**src/lhm_pkg.sv**
```systemverilog
// ----------------------------------------------------------------------------
// lhm_pkg: link health monitor shared definitions
// Default window sizes, configuration register indexes, reset values of the
// grading thresholds and the quality grade codes.
// ----------------------------------------------------------------------------
package lhm_pkg;

  // default window depths
  localparam int unsigned LATENCY_WINDOW_DEF = 8;
  localparam int unsigned LOSS_WINDOW_DEF    = 32;

  // field widths fixed by the interface
  localparam int unsigned LAT_W  = 16;
  localparam int unsigned CFG_W  = 16;
  localparam int unsigned IDX_W  = 2;
  localparam int unsigned LOSS_W = 17;
  localparam int unsigned FRAC_W = 16;

  // configuration register indexes
  localparam logic [IDX_W-1:0] REG_EXCELLENT = 2'd0;
  localparam logic [IDX_W-1:0] REG_GOOD      = 2'd1;
  localparam logic [IDX_W-1:0] REG_FAIR      = 2'd2;

  // threshold reset values in ms
  localparam logic [CFG_W-1:0] EXCELLENT_RST = 16'd50;
  localparam logic [CFG_W-1:0] GOOD_RST      = 16'd100;
  localparam logic [CFG_W-1:0] FAIR_RST      = 16'd200;

  // quality grades
  localparam logic [1:0] QUAL_EXCELLENT = 2'd0;
  localparam logic [1:0] QUAL_GOOD      = 2'd1;
  localparam logic [1:0] QUAL_FAIR      = 2'd2;
  localparam logic [1:0] QUAL_POOR      = 2'd3;

  // failure run saturation value
  localparam logic [LAT_W-1:0] STREAK_MAX = 16'hFFFF;

endpackage

```
**src/lhm_ram.sv**
```systemverilog
// ----------------------------------------------------------------------------
// lhm_ram: generic single-write, single-read RAM
// One write port and one read port, read data registered.
// ----------------------------------------------------------------------------
module lhm_ram #(
  parameter int unsigned WIDTH = 16,
  parameter int unsigned DEPTH = 8,
  localparam int unsigned AW   = (DEPTH > 1) ? $clog2(DEPTH) : 1
) (
  input  logic             clk_i,
  input  logic             we_i,
  input  logic [AW-1:0]    waddr_i,
  input  logic [WIDTH-1:0] wdata_i,
  input  logic [AW-1:0]    raddr_i,
  output logic [WIDTH-1:0] rdata_o
);

  logic [WIDTH-1:0] mem_q [DEPTH];
  logic [WIDTH-1:0] rdata_q;

  // write port
  always_ff @(posedge clk_i) begin
    if (we_i) begin
      mem_q[waddr_i] <= wdata_i;
    end
  end

  // registered read port
  always_ff @(posedge clk_i) begin
    rdata_q <= mem_q[raddr_i];
  end

  assign rdata_o = rdata_q;

endmodule

```
**src/lhm_divider.sv**
```systemverilog
// ----------------------------------------------------------------------------
// lhm_divider: shared restoring divider
// Unsigned division, one quotient bit per cycle; done pulses for one cycle
// when the quotient is ready. The divisor must not be zero.
// ----------------------------------------------------------------------------
module lhm_divider #(
  parameter int unsigned DW = 22,
  parameter int unsigned VW = 11
) (
  input  logic          clk_i,
  input  logic          rst_ni,
  input  logic          start_i,
  input  logic [DW-1:0] dividend_i,
  input  logic [VW-1:0] divisor_i,
  output logic          done_o,
  output logic [DW-1:0] quotient_o
);

  localparam int unsigned CW = $clog2(DW + 1);

  logic          busy_q, busy_d;
  logic          done_q, done_d;
  logic [CW-1:0] cnt_q, cnt_d;
  logic [DW-1:0] quo_q, quo_d;
  logic [VW-1:0] rem_q, rem_d;
  logic [VW-1:0] dsr_q, dsr_d;
  logic [VW:0]   shifted;
  logic [VW:0]   diff;
  logic          ge;

  // one restoring step
  always_comb begin
    shifted = {rem_q, quo_q[DW-1]};
    diff    = shifted - {1'b0, dsr_q};
    ge      = (shifted >= {1'b0, dsr_q});
  end

  // sequencing of the steps
  always_comb begin
    busy_d = busy_q;
    done_d = 1'b0;
    cnt_d  = cnt_q;
    quo_d  = quo_q;
    rem_d  = rem_q;
    dsr_d  = dsr_q;
    if (start_i) begin
      busy_d = 1'b1;
      cnt_d  = CW'(DW);
      quo_d  = dividend_i;
      rem_d  = '0;
      dsr_d  = divisor_i;
    end else if (busy_q) begin
      rem_d = ge ? diff[VW-1:0] : shifted[VW-1:0];
      quo_d = {quo_q[DW-2:0], ge};
      cnt_d = cnt_q - 1'b1;
      if (cnt_q == CW'(1)) begin
        busy_d = 1'b0;
        done_d = 1'b1;
      end
    end
  end

  // control state
  always_ff @(posedge clk_i or negedge rst_ni) begin
    if (!rst_ni) begin
      busy_q <= 1'b0;
      done_q <= 1'b0;
      cnt_q  <= '0;
    end else begin
      busy_q <= busy_d;
      done_q <= done_d;
      cnt_q  <= cnt_d;
    end
  end

  // datapath
  always_ff @(posedge clk_i) begin
    quo_q <= quo_d;
    rem_q <= rem_d;
    dsr_q <= dsr_d;
  end

  assign done_o     = done_q;
  assign quotient_o = quo_q;

endmodule

```
**src/link_health_monitor.sv**
```systemverilog
// ----------------------------------------------------------------------------
// link_health_monitor: connectivity check statistics
// Keeps a latency window average, a loss window fraction and a failure run,
// grades link quality and flags recovery, loss and quality changes.
// ----------------------------------------------------------------------------
// Usage: one connectivity check is a request on the input channel
// (in_valid_i, in_stall_o, reachable_i, latency_ms_i). Each request gives
// exactly one result on the output channel (out_valid_o, out_stall_i).
// The thresholds are written through cfg_we_i, cfg_index_i and cfg_wdata_i
// while the block is idle; index 3 is ignored.
// Operation: a successful check runs two divisions on one
// shared bit-serial divider, a failed check only the loss division. With
// DW the divider width (the larger of the latency sum width and the loss
// dividend width, 22 bits at the default windows) each division yields DW
// quotient bits. A new request is taken only after the result of the
// last one has been loaded into the output register.
// In_stall_o is high from the accepting edge until the result is loaded
// into the output register. A stalled result holds; the next request may
// be taken meanwhile, and its result waits in the final step until the
// output register is free.
// Reset empties the windows, marks the latency average unknown, clears the failure run and sets the
// thresholds to 50, 100 and 200 ms; no clearing pass is needed.
// ----------------------------------------------------------------------------
module link_health_monitor #(
  parameter int unsigned LATENCY_WINDOW = lhm_pkg::LATENCY_WINDOW_DEF,
  parameter int unsigned LOSS_WINDOW    = lhm_pkg::LOSS_WINDOW_DEF
) (
  input  logic                         clk_i,
  input  logic                         rst_ni,
  // configuration
  input  logic                         cfg_we_i,
  input  logic [lhm_pkg::IDX_W-1:0]    cfg_index_i,
  input  logic [lhm_pkg::CFG_W-1:0]    cfg_wdata_i,
  // check requests
  input  logic                         in_valid_i,
  output logic                         in_stall_o,
  input  logic                         reachable_i,
  input  logic [lhm_pkg::LAT_W-1:0]    latency_ms_i,
  // results
  output logic                         out_valid_o,
  input  logic                         out_stall_i,
  output logic signed [16:0]           smoothed_latency_o,
  output logic [lhm_pkg::LOSS_W-1:0]   loss_fraction_o,
  output logic [lhm_pkg::LAT_W-1:0]    failure_run_o,
  output logic [1:0]                   quality_o,
  output logic                         recovered_o,
  output logic                         lost_o,
  output logic                         quality_changed_o
);

  import lhm_pkg::*;

  localparam int unsigned LAW    = (LATENCY_WINDOW > 1) ? $clog2(LATENCY_WINDOW) : 1;
  localparam int unsigned CAW    = (LOSS_WINDOW > 1) ? $clog2(LOSS_WINDOW) : 1;
  localparam int unsigned LCNT_W = $clog2(LATENCY_WINDOW + 1);
  localparam int unsigned CCNT_W = $clog2(LOSS_WINDOW + 1);
  localparam int unsigned SUM_W  = LAT_W + LCNT_W;
  localparam int unsigned LDIV_W = CCNT_W + FRAC_W;
  localparam int unsigned DW     = (SUM_W > LDIV_W) ? SUM_W : LDIV_W;
  localparam int unsigned VW     = (LCNT_W > CCNT_W) ? LCNT_W : CCNT_W;

  typedef enum logic [6:0] {
    S_IDLE      = 7'b0000001,
    S_READ      = 7'b0000010,
    S_AVG_GO    = 7'b0000100,
    S_AVG_WAIT  = 7'b0001000,
    S_LOSS_GO   = 7'b0010000,
    S_LOSS_WAIT = 7'b0100000,
    S_GRADE     = 7'b1000000
  } state_e;

  state_e state_q, state_d;

  // thresholds
  logic [CFG_W-1:0] exc_q, good_q, fair_q;

  // window state
  logic [LAW-1:0]    lhead_q, lhead_d;
  logic [LCNT_W-1:0] lcount_q, lcount_d;
  logic [SUM_W-1:0]  lsum_q, lsum_d;
  logic [CAW-1:0]    chead_q, chead_d;
  logic [CCNT_W-1:0] ccount_q, ccount_d;
  logic [CCNT_W-1:0] fail_q, fail_d;
  logic [LAT_W-1:0]  streak_q, streak_d;
  logic              avg_known_q, avg_known_d;
  logic [LAT_W-1:0]  avg_q, avg_d;
  logic              prev_ok_q, prev_ok_d;
  logic [1:0]        last_grade_q, last_grade_d;

  // captured request and computed loss
  logic              ok_q;
  logic [LAT_W-1:0]  lat_q;
  logic [LOSS_W-1:0] loss_q, loss_d;

  // output register
  logic              out_valid_q, out_valid_d;
  logic [16:0]       smooth_q;
  logic [LOSS_W-1:0] lossf_q;
  logic [LAT_W-1:0]  run_q;
  logic [1:0]        qual_q;
  logic              rec_q, lost_q, chg_q;
  logic              out_load;

  // memory and divider connections
  logic              lram_we, cram_we;
  logic [LAT_W-1:0]  lram_rdata;
  logic [0:0]        cram_rdata;
  logic              div_start;
  logic [DW-1:0]     div_dividend;
  logic [VW-1:0]     div_divisor;
  logic              div_done;
  logic [DW-1:0]     div_quot;

  logic              in_take;
  logic              lfull, cfull;
  logic              failed;
  logic [1:0]        grade;

  assign in_stall_o = (state_q != S_IDLE);
  assign in_take    = in_valid_i && (state_q == S_IDLE);
  assign lfull      = (lcount_q == LCNT_W'(LATENCY_WINDOW));
  assign cfull      = (ccount_q == CCNT_W'(LOSS_WINDOW));
  assign failed     = !ok_q;

  // latency ring
  lhm_ram #(
    .WIDTH(LAT_W),
    .DEPTH(LATENCY_WINDOW)
  ) u_lat_ram (
    .clk_i  (clk_i),
    .we_i   (lram_we),
    .waddr_i(lhead_q),
    .wdata_i(lat_q),
    .raddr_i(lhead_q),
    .rdata_o(lram_rdata)
  );

  // check outcome ring, 1 = failed
  lhm_ram #(
    .WIDTH(1),
    .DEPTH(LOSS_WINDOW)
  ) u_chk_ram (
    .clk_i  (clk_i),
    .we_i   (cram_we),
    .waddr_i(chead_q),
    .wdata_i(failed),
    .raddr_i(chead_q),
    .rdata_o(cram_rdata)
  );

  // shared divider
  lhm_divider #(
    .DW(DW),
    .VW(VW)
  ) u_div (
    .clk_i     (clk_i),
    .rst_ni    (rst_ni),
    .start_i   (div_start),
    .dividend_i(div_dividend),
    .divisor_i (div_divisor),
    .done_o    (div_done),
    .quotient_o(div_quot)
  );

  // quality grade from the current check and window average
  always_comb begin
    if (!ok_q) begin
      grade = QUAL_POOR;
    end else if (!avg_known_q) begin
      grade = QUAL_FAIR;
    end else if (avg_q < exc_q) begin
      grade = QUAL_EXCELLENT;
    end else if (avg_q < good_q) begin
      grade = QUAL_GOOD;
    end else if (avg_q < fair_q) begin
      grade = QUAL_FAIR;
    end else begin
      grade = QUAL_POOR;
    end
  end

  // sequencer
  always_comb begin
    state_d      = state_q;
    lhead_d      = lhead_q;
    lcount_d     = lcount_q;
    lsum_d       = lsum_q;
    chead_d      = chead_q;
    ccount_d     = ccount_q;
    fail_d       = fail_q;
    streak_d     = streak_q;
    avg_known_d  = avg_known_q;
    avg_d        = avg_q;
    prev_ok_d    = prev_ok_q;
    last_grade_d = last_grade_q;
    loss_d       = loss_q;
    lram_we      = 1'b0;
    cram_we      = 1'b0;
    div_start    = 1'b0;
    div_dividend = DW'(lsum_q);
    div_divisor  = VW'(lcount_q);
    out_load     = 1'b0;

    unique case (state_q)
      S_IDLE: begin
        if (in_take) begin
          state_d = S_READ;
        end
      end
      S_READ: begin
        // ring read data of the head slots is valid here
        cram_we  = 1'b1;
        chead_d  = (chead_q == CAW'(LOSS_WINDOW - 1)) ? '0 : chead_q + 1'b1;
        if (!cfull) begin
          ccount_d = ccount_q + 1'b1;
        end
        fail_d = fail_q + CCNT_W'(failed) - CCNT_W'(cfull && cram_rdata[0]);
        if (ok_q) begin
          lram_we  = 1'b1;
          lhead_d  = (lhead_q == LAW'(LATENCY_WINDOW - 1)) ? '0 : lhead_q + 1'b1;
          if (!lfull) begin
            lcount_d = lcount_q + 1'b1;
          end
          lsum_d   = lsum_q + SUM_W'(lat_q) - (lfull ? SUM_W'(lram_rdata) : '0);
          streak_d = '0;
          state_d  = S_AVG_GO;
        end else begin
          if (streak_q != STREAK_MAX) begin
            streak_d = streak_q + 1'b1;
          end
          state_d = S_LOSS_GO;
        end
      end
      S_AVG_GO: begin
        div_start = 1'b1;
        state_d   = S_AVG_WAIT;
      end
      S_AVG_WAIT: begin
        if (div_done) begin
          avg_known_d = 1'b1;
          avg_d       = div_quot[LAT_W-1:0];
          state_d     = S_LOSS_GO;
        end
      end
      S_LOSS_GO: begin
        div_start    = 1'b1;
        div_dividend = DW'({fail_q, {FRAC_W{1'b0}}});
        div_divisor  = VW'(ccount_q);
        state_d      = S_LOSS_WAIT;
      end
      S_LOSS_WAIT: begin
        if (div_done) begin
          loss_d  = div_quot[LOSS_W-1:0];
          state_d = S_GRADE;
        end
      end
      S_GRADE: begin
        // wait for a free output register
        if (!out_valid_q || !out_stall_i) begin
          out_load     = 1'b1;
          prev_ok_d    = ok_q;
          last_grade_d = grade;
          state_d      = S_IDLE;
        end
      end
      default: begin
        state_d = S_IDLE;
      end
    endcase
  end

  // output valid
  always_comb begin
    out_valid_d = out_valid_q;
    if (out_load) begin
      out_valid_d = 1'b1;
    end else if (out_valid_q && !out_stall_i) begin
      out_valid_d = 1'b0;
    end
  end

  // control state and thresholds
  always_ff @(posedge clk_i or negedge rst_ni) begin
    if (!rst_ni) begin
      state_q      <= S_IDLE;
      exc_q        <= EXCELLENT_RST;
      good_q       <= GOOD_RST;
      fair_q       <= FAIR_RST;
      lhead_q      <= '0;
      lcount_q     <= '0;
      lsum_q       <= '0;
      chead_q      <= '0;
      ccount_q     <= '0;
      fail_q       <= '0;
      streak_q     <= '0;
      avg_known_q  <= 1'b0;
      prev_ok_q    <= 1'b0;
      last_grade_q <= QUAL_FAIR;
      out_valid_q  <= 1'b0;
    end else begin
      state_q      <= state_d;
      lhead_q      <= lhead_d;
      lcount_q     <= lcount_d;
      lsum_q       <= lsum_d;
      chead_q      <= chead_d;
      ccount_q     <= ccount_d;
      fail_q       <= fail_d;
      streak_q     <= streak_d;
      avg_known_q  <= avg_known_d;
      prev_ok_q    <= prev_ok_d;
      last_grade_q <= last_grade_d;
      out_valid_q  <= out_valid_d;
      if (cfg_we_i) begin
        unique case (cfg_index_i)
          REG_EXCELLENT: exc_q  <= cfg_wdata_i;
          REG_GOOD:      good_q <= cfg_wdata_i;
          REG_FAIR:      fair_q <= cfg_wdata_i;
          default: ;
        endcase
      end
    end
  end

  // payload registers
  always_ff @(posedge clk_i) begin
    avg_q  <= avg_d;
    loss_q <= loss_d;
    if (in_take) begin
      ok_q  <= reachable_i;
      lat_q <= latency_ms_i;
    end
    if (out_load) begin
      smooth_q <= avg_known_q ? {1'b0, avg_q} : '1;
      lossf_q  <= loss_q;
      run_q    <= streak_q;
      qual_q   <= grade;
      rec_q    <= !prev_ok_q && ok_q;
      lost_q   <= prev_ok_q && !ok_q;
      chg_q    <= (grade != last_grade_q);
    end
  end

  assign out_valid_o        = out_valid_q;
  assign smoothed_latency_o = signed'(smooth_q);
  assign loss_fraction_o    = lossf_q;
  assign failure_run_o      = run_q;
  assign quality_o          = qual_q;
  assign recovered_o        = rec_q;
  assign lost_o             = lost_q;
  assign quality_changed_o  = chg_q;

endmodule
```
**config.mk**
```make
export PLATFORM = sky130hd
export DESIGN_NAME = link_health_monitor
export DESIGN_NICKNAME = d
export VERILOG_FILES = /design/src/lhm_pkg.sv /design/src/lhm_ram.sv /design/src/lhm_divider.sv /design/src/link_health_monitor.sv
export SDC_FILE = /design/constraint.sdc
export NUM_CORES = 1
export LEC_CHECK = 0
export BUFFER_PORTS_ARGS = -buffer_cell sky130_fd_sc_hd__buf_2
export CAP_MARGIN = 20
export CORE_MARGIN = 4
export CORE_UTILIZATION = 25
export CTS_BUF_LIST = sky130_fd_sc_hd__clkbuf_4 sky130_fd_sc_hd__clkbuf_8 sky130_fd_sc_hd__clkbuf_16
export DETAILED_ROUTE_END_ITERATION = 12
export HOLD_SLACK_MARGIN = 0.12
export PLACE_DENSITY_LB_ADDON = 0.12
export SETUP_SLACK_MARGIN = 0.15
export SYNTH_ARGS = -nofsm -noshare
export SYNTH_HDL_FRONTEND = slang
export SYNTH_SLANG_ARGS = --single-unit
```
**constraint.sdc**
```tcl
create_clock -name clk_i -period 7.8 [get_ports clk_i]
set_input_delay 0.39 -clock clk_i [delete_from_list [all_inputs] [get_ports clk_i]]
set_output_delay 0.39 -clock clk_i [all_outputs]
set_load 0.1 [all_outputs]
```
### Word-level counts from Yosys, hierarchy flattened

Memory sizes are Yosys's and may differ from the RTL's. A register that Yosys moved wholly into a read port is not among the register bits.
Index checks and enable logic that the tools add are counted.
Widths: inputs -> output; s select.

| storage, ports and cells | value |
|---|---|
| bits in registers | 266 |
| RAM bits | 160 |
| bits of input ports | 40 |
| logic and storage cells | 142 |
| memories kept | 2 |

| cells by class | value |
|---|---|
| add/subtract/negate cells | 11 |
| magnitude comparators | 4 |
| equality and inequality tests | 21 |
| mux-type cells | 42 |
| bitwise logic cells | 2 |
| reductions and logical operators | 26 |

Memories:

| name | depth | width | read ports | clocked after Yosys merged registers in | write ports | line | source |
|---|---|---|---|---|---|---|---|
| u_lat_ram.mem_q | 8 | 16 | 1 | 1 | 1 | lhm_ram.sv:18 | `logic [WIDTH-1:0] mem_q [DEPTH];` |
| u_chk_ram.mem_q | 32 | 1 | 1 | 1 | 1 | lhm_ram.sv:18 |  |

Operators by type and width:

| cell | number |
|---|---|
| $mux 22 | 3 |
| $pmux 7 s7 | 1 |
| $lt 16x16->1 | 3 |
| $mux 16 | 3 |
| $mux 7 | 4 |
| $add 20x16->20 | 1 |
| $mux 5 | 4 |
| $sub 20x16->20 | 1 |
| $mux 1 | 19 |
| $reduce_and 2->1 | 9 |
| $mux 17 | 1 |
| $add 16x1->16 const B | 1 |
| $ne 16x16->1 const B | 1 |
| $mux 2 | 4 |
| $eq 7x1->1 const B | 1 |
| $eq 7x2->1 const B | 1 |
| $eq 7x3->1 const B | 1 |
| $eq 7x4->1 const B | 1 |
| $eq 7x5->1 const B | 1 |
| $eq 7x6->1 const B | 1 |
| $eq 7x7->1 const B | 1 |
| $ge 7x6->1 | 1 |
| $ne 7x1->1 const B | 1 |
| $add 6x1->6 | 1 |
| 29 further kinds | 41 |

### Longest topological paths before layout

| logic depth | value |
|---|---|
| depth after elaboration | 7 |
| gate-level depth with buffers | 17 |

### Modules after synthesis

From an unflattened synthesis, not the netlist that was laid out.

| second synthesis, totals | value |
|---|---|
| cell total of the unflattened synthesis | 1515 |
| area, all modules | 20285.7 µm² |

By module, submodules not included:

| module | times used | cells each | area each (µm²) | seq. area each (µm²) |
|---|---|---|---|---|
| link_health_monitor | 1 | 1023 | 11452.2 | 6169.7 |
| lhm_ram at u_lat_ram | 1 | 214 | 5293.8 | 4164.0 |
| lhm_divider | 1 | 158 | 2021.9 | 1136.1 |
| lhm_ram at u_chk_ram | 1 | 120 | 1517.7 | 980.9 |

### Worst setup path before layout

Ideal clock, no wire load.

| path | value |
|---|---|
| path type | flip-flop to flip-flop |
| from | register state_q[3] |
| to | register last_grade_q[0] |
| setup time | 0.130 ns |
| arrival time | 4.505 ns |
| required time | 7.670 ns |
| setup slack | 3.165 ns |
| stages on the path, launching flop included | 6 |
| path buffers | 0 |
| cell sequence | dfrtp_1 -> or3_1 -> nor3_1 -> nand3b_1 -> a21oi_1 -> mux2_2 |

| on the way | value |
|---|---|
| cells in the longest elaborated chain, start to end | 2 |

Ends and longest elaborated chain:

| item | line | source |
|---|---|---|
| from (decl) | link_health_monitor.sv:72 | `state_e state_q, state_d;` |
| from (signal assigned) | link_health_monitor.sv:301 | `state_q <= state_d;` |
| $eq 7x7->1 | link_health_monitor.sv:204 | `unique case (state_q)` |
| $reduce_and 2->1 (no source line) | n/a |  |
| to (signal assigned) | link_health_monitor.sv:311 | `last_grade_q <= last_grade_d;` |
| to (decl) | link_health_monitor.sv:88 | `logic [1:0] last_grade_q, last_grade_d;` |

No other way between the ends.
A chain may end at the register's enable or synchronous reset.

### Worst setup path after layout

| path | value |
|---|---|
| from | register lcount_q[0] |
| to | register lsum_q[12] |

| on the way | value |
|---|---|
| cells in the longest elaborated chain, start to end | 3 |

Ends and longest elaborated chain:

| item | line | source |
|---|---|---|
| from (decl) | link_health_monitor.sv:79 | `logic [LCNT_W-1:0] lcount_q, lcount_d;` |
| from (signal assigned) | link_health_monitor.sv:303 | `lcount_q <= lcount_d;` |
| $eq 4x4->1 | link_health_monitor.sv:121 | `assign lfull = (lcount_q == LCNT_W'(LATENCY_WINDOW));` |
| $mux 16 | link_health_monitor.sv:224 | `lsum_d = lsum_q + SUM_W'(lat_q) - (lfull ? SUM_W'(lram_rdata) : '0);` |
| $sub 20x16->20 | link_health_monitor.sv:224 |  |
| to (signal assigned) | link_health_monitor.sv:304 | `lsum_q <= lsum_d;` |
| to (decl) | link_health_monitor.sv:80 | `logic [SUM_W-1:0] lsum_q, lsum_d;` |

No other way between the ends.

==> results.txt <==
Run status - completed
Initial core utilization - 0.253
DR pass1 iterations - 5
I/O Buffers - 96
EDFF count, synth - 293
CTS tree - done
Dpl cells - 2,693
Bufs on Longest Clock Path - 3
Clock Latency Late Sink - 600 ps
Setup Buffers After CTS - 0
R2R Setup Slk - 3630 ps
Pleak - 9.46 nW
Pwr Density - 338 mW/mm²
Post-route ant nets - 0
Clk_skew - 24.6 ps
Hold Crit Class - primary input to register
Crit. End Element - register
First-pass GRT wire length - 78.3 mm
Leading area contributor after synthesis - edfxtp_1
Slew Limit Headroom - 0.330
Slowest CP cell - nor2_1
Hold path start - cfg_we_i
Ant. Diodes - 0
Worst path bufs/invs - 2
IO Pins - 97
Period Utilization, post-route - 0.534
Total GRT Usage - 0.116
Largest net degree at the start of global routing - 75
Layout fillers - 8,040
Final setup vio count - 0
RSZ-0062 raised after global routing - false
Max Fanout on Critical Path - 17
Area Growth Syn to Fin - 19.5%
Global route total overflow - 0
Drt drc - 0
Fmax - 240 MHz
Via density - 4.35
Final Hold Viols - 0
# nets final - 1,885
Die X - 291 µm
Initial antenna violation count - 0
Die area - 0.0849 mm²
Final GP Congestion - 0.782
Clock transition at path regs - 60 ps
Post-Syn Instances - 1,580
DR iter-0 viols - 568
Min Hold Slack - 326 ps
Post-synthesis cell type count - 77
DR WL/cell - 17.4 µm
Routed Wire Length - 49.2 mm
Setup WS pre-CTS - 3540 ps
Dpl hpwl - 33.8 mm
Number of synthesized register bits - 443
Core ar. - 0.0793 mm²
Cell mode on critical path - ha_1
Ys async rst share - 0.287
Synth warnings - 0
Tightest Pin Transition - 1000 ps
Post-route setup TNS - 0 ps
Max-cap violations - 0
Final std cells w/o fill - 2,829
Arr. time, crit path - 4650 ps
Post-Syn Area per Cell - 12.7 µm²
CP max stage delay - 640 ps
PnR worst setup slack - 3630 ps
Reg2reg path depth - 16
Gates resized, CTS repair - 0
Clock Sinks - 443
Hold-critical path endpoint - good_q[1]
Most frequent cells in the layout - edfxtp_1, nand2_1, inv_1
# rows - 103
Slew Viols, Final - 0
Synth Flop Type - edfxtp_1
Hold buffers post-CTS - 36
Area contributors post-synth - edfxtp_1, dfrtp_1, ha_1, nand2_1, inv_1
Die H - 291 µm
Sequential share of the synthesized area - 0.620
Yosys top cell area share - 0.438
Finished Core Util - 0.303
Most common cell after layout, fill and taps aside - edfxtp_1
WHS Path Cells - 3
Worst r2r dst - lsum_q[12]
CP delay by family, top - compound AO/OA/AOI/OAI gates
Reg-to-Reg Start - lcount_q[0]
Crit path time final - 4170 ps
Crit path required time - 8290 ps
Syn Nets - 1,729
Share of cells above drive strength 1 - 0.174
Setup CP Type - register to register
CTS H-tree lvls - 2
Vias in the first global route - 13.0k
Root buffer cell - clkbuf_16
Post-Syn Area - 0.0201 mm²
Worst-path cell chain - inv_1 -> ha_1 -> nand2_1 -> nor2_1 -> and2_1 -> ha_1 -> inv_1 -> ha_1 -> fa_1 -> a21oi_1 -> o211ai_1 -> o41a_1 -> a41oi_2 -> a21oi_1 -> xor2_1 -> mux2_2
TritonCTS Buffers - 53
Peak VDD IR - 0.149 mV
Total number of vias - 12.3k
Worst Setup Start Kind - register
-- cells in the mapped netlist (4+ instances only) --
cell type	n
a21o_1	16
a21oi_1	52
a221o_1	4
a221oi_1	5
a22o_1	5
a22oi_1	7
a31oi_1	5
and2_1	21
and3_1	22
buf_1	7
buf_2	5
clkbuf_1	41
dfrtp_1	116
dfstp_2	11
dfxtp_1	23
edfxtp_1	293
fa_1	18
ha_1	91
inv_1	152
mux2_2	50
mux2i_1	23
mux4_2	21
nand2_1	158
nand2b_1	23
nand3_1	24
nand3b_1	7
nand4_1	15
nor2_1	87
nor2b_1	10
nor3_1	40
nor4_1	5
nor4b_1	6
o211a_1	4
o211ai_1	5
o21ai_0	90
o21bai_1	4
or3_1	8
xnor2_1	25
xor2_1	18
-- sequential cells by signal, indices dropped and copies added, names as in the netlist, 17 cells and up --
name                flops
smoothed_latency_o     17
u_chk_ram.mem_q        32
u_lat_ram.mem_q       128
lsum_q                 20
u_div.quotient_o       22
loss_q                 17
loss_fraction_o        17
-- power by group --
part | switching [W] | total [W] | internal, W
clock | 0.000989 | 0.00246 | 0.00147
sequential | 0.000319 | 0.00329 | 0.00297
combinational | 0.00139 | 0.00237 | 0.000981
-- metrics by stage --
stage	cell area, µm²	total power [W]
2_1_floorplan	20100	0.00500
3_3_place_gp	21800	0.00571
3_5_place_dp	21800	0.00572
4_1_cts	23900	0.00826
5_1_grt	24000	0.00870
6_report	24000	0.00811
-- cell type report --
type	instances	area [µm²]	share of cell area
clock buffer	74	1530	0.0639
inverter	154	578	0.0241
sequential	443	12500	0.519
timing repair buffer	155	1050	0.0437
tap	1050	1310	0.0548
clock inverter	24	205	0.00855
multi-input combinational	929	6860	0.286
-- worst min-delay path, delay by kind of cell --
family,cells,cell delay (ps)
buf+inv,1,110
mux,1,180
simple gates,1,190
-- worst max-delay path by stage --
| stage | cells past startpoint | slack [ps] | start | end |
|---|---|---|---|---|
| finish | 16 | 3630 | lcount_q[0] | lsum_q[12] |
| global route | 16 | 3280 | lcount_q[0] | lsum_q[12] |
| CTS | 16 | 3540 | lcount_q[0] | lsum_q[12] |
| detailed placement | 16 | 3540 | lcount_q[0] | lsum_q[12] |
| global placement | 16 | 3610 | lcount_q[0] | lsum_q[12] |
| floorplan | 5 | 3160 | state_q[3] | last_grade_q[0] |
-- logic make-up after synthesis --
| group | count (synthesis) | synth area share |
|---|---|---|
| adders and majority gates | 109 | 0.0747 |
| DFF | 443 | 0.620 |
| xor gates and xnor gates | 43 | 0.0188 |
| AOI/OAI and AO/OA | 246 | 0.0799 |
| muxes | 94 | 0.0631 |
| buffers and inverters | 208 | 0.0394 |
| and+or+nand+nor | 437 | 0.104 |
-- per-layer routing --
metal	share of wire	track usage	vias to the layer above
li1	-	-	5982
met5	0	0	-
met3	0.032	0.0192	76
met4	0.024	0.0320	0
met2	0.46	0.188	153
met1	0.48	0.162	6087
No activity file was read; power rests on OpenSTA's default activity.
